File: config.mk
export PLATFORM = sky130hd
export DESIGN_NAME = sbs_ctrl
export DESIGN_NICKNAME = d
export VERILOG_FILES = /design/src/sv/sbs_pkg.sv /design/src/sv/sbs_ctrl.sv
export SDC_FILE = /design/constraint.sdc
export NUM_CORES = 1
export LEC_CHECK = 0
export BUFFER_PORTS_ARGS = -buffer_cell sky130_fd_sc_hd__buf_2
export CORE_AREA = 3 3 40 42
export DETAILED_ROUTE_END_ITERATION = 16
export DIE_AREA = 0 0 43 45
export GPL_TIMING_DRIVEN = 0
export PLACE_DENSITY_LB_ADDON = 0.3
export REMOVE_ABC_BUFFERS = 1
export SLEW_MARGIN = 25
export SYNTH_ARGS = -nofsm -noshare
export SYNTH_HDL_FRONTEND = slang
export SYNTH_SLANG_ARGS = --single-unit
File: constraint.sdc
create_clock -name clk_i -period 0.9 [get_ports clk_i]
set_input_delay 0 -clock clk_i [delete_from_list [all_inputs] [get_ports clk_i]]
set_output_delay 0 -clock clk_i [all_outputs]
set_load 0.05 [all_outputs]
File: src/sv/sbs_pkg.sv
`timescale 1ns / 1ps
package sbs_pkg;

  localparam int unsigned DEFAULT_TABLE_DEPTH = 1024;
  localparam int unsigned VALUE_W  = 32;
  localparam int unsigned INDEX_W  = 10;
  localparam int unsigned CMD_W    = 2;
  localparam int unsigned STATUS_W = 2;

  typedef enum logic [CMD_W-1:0] {
    CMD_APPEND = 2'd0,
    CMD_SEARCH = 2'd1,
    CMD_CLEAR  = 2'd2
  } cmd_e;

  typedef enum logic [STATUS_W-1:0] {
    ST_OK    = 2'd0,
    ST_FOUND = 2'd1,
    ST_MISS  = 2'd2,
    ST_FULL  = 2'd3
  } status_e;

  typedef enum logic [1:0] {
    S_IDLE,
    S_PROBE,
    S_FINISH
  } state_e;

  // controller to datapath
  typedef struct packed {
    logic accept;
    logic probe;
    logic out_load;
  } ctrl_cmd_t;

  // datapath to controller
  typedef struct packed {
    logic empty;
    logic hit;
    logic cont;
  } dp_sts_t;

endpackage

File: src/sv/sbs_ctrl.sv
`timescale 1ns / 1ps
module sbs_ctrl
  import sbs_pkg::*;
(
  input  logic             clk_i,
  input  logic             rst_ni,
  input  logic             in_valid_i,
  input  logic [CMD_W-1:0] command_i,
  input  logic             out_stall_i,
  input  dp_sts_t          sts_i,
  output logic             in_stall_o,
  output logic             out_valid_o,
  output ctrl_cmd_t        cmd_o
);

  state_e state_q, state_d;
  logic   out_valid_q, out_valid_d;
  logic   accept;
  logic   out_load;

  assign accept   = in_valid_i && (state_q == S_IDLE);
  assign out_load = (state_q == S_FINISH) && (!out_valid_q || !out_stall_i);

  // next state
  always_comb begin
    state_d = state_q;
    unique case (state_q)
      S_IDLE: begin
        if (accept) begin
          if ((command_i == CMD_SEARCH) && !sts_i.empty) begin
            state_d = S_PROBE;
          end else begin
            state_d = S_FINISH;
          end
        end
      end
      S_PROBE: begin
        if (sts_i.hit || !sts_i.cont) begin
          state_d = S_FINISH;
        end
      end
      S_FINISH: begin
        if (out_load) begin
          state_d = S_IDLE;
        end
      end
      default: state_d = S_IDLE;
    endcase
  end

  // outputs
  always_comb begin
    cmd_o.accept   = accept;
    cmd_o.probe    = (state_q == S_PROBE);
    cmd_o.out_load = out_load;
    in_stall_o     = (state_q != S_IDLE);
    out_valid_o    = out_valid_q;
    if (out_load) begin
      out_valid_d = 1'b1;
    end else if (!out_stall_i) begin
      out_valid_d = 1'b0;
    end else begin
      out_valid_d = out_valid_q;
    end
  end

  always_ff @(posedge clk_i or negedge rst_ni) begin
    if (!rst_ni) begin
      state_q     <= S_IDLE;
      out_valid_q <= 1'b0;
    end else begin
      state_q     <= state_d;
      out_valid_q <= out_valid_d;
    end
  end

  a_empty_search_finishes: assert property (@(posedge clk_i) disable iff (!rst_ni)
    accept && (command_i == CMD_SEARCH) && sts_i.empty |=> state_q == S_FINISH)
    else $error("search on empty table did not finish at once");

  a_probe_ends: assert property (@(posedge clk_i) disable iff (!rst_ni)
    (state_q == S_PROBE) && (sts_i.hit || !sts_i.cont) |=> state_q == S_FINISH)
    else $error("probe loop did not stop on hit or crossed bounds");

  a_load_shows: assert property (@(posedge clk_i) disable iff (!rst_ni)
    out_load |=> out_valid_q && (state_q == S_IDLE))
    else $error("result load did not present a transaction");

endmodule

# [Word level (Yosys, flattened, before mapping)]
# Cells that the tools add are included.
[op_classes] order_cmp=0 bitwise=0 n_eq_ne=7 multipliers=0 shift=0 n_mux=7 addsub=0 reduce_logical=12 div_mod_pow=0
[op_table] op="$mux 2" count=4
[op_table] op="$pmux 2 s3" count=1
[op_table] op="$eq 2x1->1 const B" count=2
[op_table] op="$logic_not 1->1" count=4
[op_table] op="$ne 2x1->1 const B" count=2
[op_table] op="$ne 2x2->1 const B" count=2
[op_table] op="$logic_and 1x1->1" count=3
[op_table] op="$reduce_and 3->1" count=1
[op_table] op="$eq 2x2->1 const B" count=1
[op_table] op="$logic_not 2->1" count=1
[op_table] op="$logic_or 1x1->1" count=2
[op_table] op="$mux 1" count=2
[op_table] op="$reduce_bool 2->1" count=1
[totals] rom_bits=0 wordCells=28 latch_bits=0 inputBits=9 mem_bits_rw=0 register_bits=3 output_inout_bits=5 mem_count=0

# [Longest topological paths before layout]
[logic_depth] ltp_word=5 ltp_mapped=3 ltp_nobuf=3

# [Worst setup path after synthesis]
# Ideal clock, no wire load.
[synth_timing] kind="reg-to-reg" startpoint="register state_q[1]" endpoint="register state_q[0]" n_path_buf=0 path_slack_ns=-0.287 setup_time_ns=0.101 path_stages_with_launch=3 arrival_time_ns=1.086 period_less_slack_ns=1.187 t_required_ns=0.799 path_cell_list="dfrtp_1 > or2_2 > o32ai_1"
[synth_between] elab_chain_cells=4 elab_cells_between_ends=10 classes_between="5 x eq/ne; 1 x mux; 4 x reduce/logical"
[synth_rtl] element="start: declaration" line_no="sbs_ctrl.sv:16" source="state_e state_q, state_d;"
[synth_rtl] element="start signal: assignment" line_no="sbs_ctrl.sv:72" source="state_q <= state_d;"
[synth_rtl] element="$eq 2x2->1 / $logic_not 2->1 (equally long branches)" line_no="sbs_ctrl.sv:22, sbs_ctrl.sv:27, sbs_ctrl.sv:21"
[synth_rtl] element="$logic_and 1x1->1 (on tied branches)" line_no="sbs_ctrl.sv:22, sbs_ctrl.sv:21"
[synth_rtl] element="$ne 2x2->1 (no source line)"
[synth_rtl] element="$reduce_and 3->1 (no source line)"
# Parallel ways exist; a longest one is shown, timed or not.
# A chain may end at the register's enable or synchronous reset.

==> flow_summary.toml <==
[floorplanning]
io-pin-count = 14
die_h_um = 45
die_x_um = 43
rows = 13
start_util = 0.140
core_area_sq_mm = 0.00128
dieArea_sq_mm = 0.00194

[power]
peakVddDrop_v = 0.000660
power_density_mw_per_mm2 = 2270
p_leak_nw = 0.179
p_total_w = 0.000861

[placement]
placed_cells = 45
portBuffers = 13
hpwl_um = 371
routabilityCongestion = 0.658
place_area_sq_um = 249

[setup_path]
crit_family = "flip-flops"
worstPathCellList = "nor3b_2 > buf_6"
cp.arrival_ps = 1100
crit_fanout = 5
crit_buf_inv = 1
cp-end-kind = "primary output"
critPathSlowestCell = "dfrtp_2"
crit_required_ps = 900
cp_slowest_stage_delay_ps = 430
crit_cells = 2
startpoint_type = "register"
reg2reg_depth = 3
setup.worst_path.class = "reg2out"

[synthesis]
synth_top_family_by_area = "simple AND/OR/NAND/NOR gates"
post-synth-top-area-cell = "dfrtp_1"
ys_seq_elements = 3
synthXorXnorAreaFrac = 0
yosys-top-cells-area = "dfrtp_1 (42%), nand2b_1 (10%), buf_4 (8.3%), a221o_1 (5.6%), and4b_1 (5.6%)"
synthAdderAreaFrac = 0
synth_top_area_share = 0.417
synth_area_per_cell_sq_um = 9.48
synth-seq-area-share = 0.417
synth_cell_types = 12
yosys_warnings = 0
synth_compound_area_frac = 0.132
syn_inst = 19
synthesis.area_sq_um = 180
synthMuxAreaShare = 0
yosys.area_share.simple = 0.326

[routing]
firstDrtPassIters = 3
first_iter_violations = 3
ant_nets = 0
wl_per_cell_um = 10.3
routed_via_density = 3.73
vias = 194
drc = 0
wl_um = 535

[timing]
worst_clock_skew_ps = 6.97
period_needed_ps = 1100
finalSetupViolations = 6
slew_viol_final = 0
setup_tns_ps = -980
tightest_slew_ps = 210
slew_headroom = 0.859
max_freq_mhz = 910
rsz0062_at_grt = "true"
hold_violations = 0
setup_ws_ps = -199
min_period_over_period = 1.22

[clocking]
root_buffer = "clkbuf_4"
cts_buffers = 3
path_clk_slew_ps = 40
cts_max_level = 1
cts.path.max_buffers = 2
clock_latency_ps = 230
clock_sinks = 3
cts_tree = "yes"

[final_layout]
final_cell_mix = "buf_2 (8), clkbuf_4 (3), buf_6 (3)"
area_growth_pct = 110
stdcell_area_sq_um = 379
fin_nets = 47
num_antenna_cells = 0
utilization = 0.295
drive_above_1_share = 0.703
final_cells = 52
mostFrequentLayoutCell = "buf_2"

[global_routing]
grt_pass1_vias = 216
grt_overflow_total = 0
track_usage = 0.0702
grt_max_degree = 6
grt_pass1_wl_um = 903
antenna_found_initial = 0

[min_path]
hold_depth = 3
worst_hold_path_type = "in2reg"

[outcome]
run_status = "complete, but fails checks"
violations = "negative setup slack"

[job]
maxCapViolCount = 0
## state kept, by name, summed over array words and instances (netlist names)
| name | count |
|---|---|
| out_valid_o | 1 |
| state_q | 2 |
## metal layers
| metal | up-vias | routed length [um] | part of all wire | global-route usage |
|---|---|---|---|---|
| li1 | 100 | - | - | - |
| met1 | 76 | 236 | 0.44 | 0.0730 |
| met2 | 18 | 189 | 0.35 | 0.0868 |
| met3 | 0 | 110 | 0.21 | 0.0757 |
| met4 | 0 | 0 | 0 | 0.0361 |
| met5 | - | 0 | 0 | 0 |
## cell usage after synthesis
library cell / count
a21oi_1: 1
a221o_1: 1
and4b_1: 1
buf_4: 2
dfrtp_1: 3
inv_1: 2
nand2_1: 2
nand2b_1: 3
nor3b_1: 1
o32ai_1: 1
or2_2: 1
or3b_1: 1
## metrics by stage
stage | hold WS [ps] | setup WS [ps]
2_1_floorplan | -296 | -1110
3_3_place_gp | -203 | -206
3_5_place_dp | -203 | -198
4_1_cts | 2.22 | -205
5_1_grt | 10.5 | -253
6_report | 10.6 | -199
## layout make-up
type / count / area (sq um)
fill: 141 / 906
timing repair buffer: 16 / 129
multi-input combinational: 12 / 120
sequential: 3 / 77.6
clock buffer: 4 / 26.3
tap: 15 / 18.8
inverter: 2 / 7.51
## worst paths after layout
kind / startpoint / to / slack (ps)
worst min-delay path: out_stall_i / out_valid_o / 10
max in group asynchronous: rst_ni / state_q[0] / 690
worst max-delay path: state_q[1] / cmd_o[2] / -200
worst min register to register: out_valid_o / out_valid_o / 530
min in group asynchronous: rst_ni / out_valid_o / 90
worst max register to register: state_q[1] / state_q[1] / -130
## repair_timing
action                                  in CTS  in global routing
resized for setup                           18                  3
buffers inserted                             2                  0
endpoints found under the setup margin       6                  6
hold buffers                                 1                  0
gates cloned                                 0                  0
pin swaps                                    4                  0
endpoints found under the hold margin        3                  0
## cell families after synthesis
kind of cell | Yosys count
compound gates | 3
buf+inv | 4
simple gates | 9
flops | 3
## power by group
group	total (W)	leakage, nW	internal [W]	switching (W)
logic	0.000428	0.129	0.000181	0.000247
clock network	0.000237	0.0150	0.000166	0.0000707
registers	0.000196	0.0351	0.000164	0.0000325
total	0.000861	0.179	0.000511	0.000350
## worst register-to-register path, stage by stage (launching register included)
cell      delay (ps)
dfrtp_2          390
nand2b_1         160
inv_2             60
a221o_1          290
Note: power is estimated with default switching activity, not from simulation.
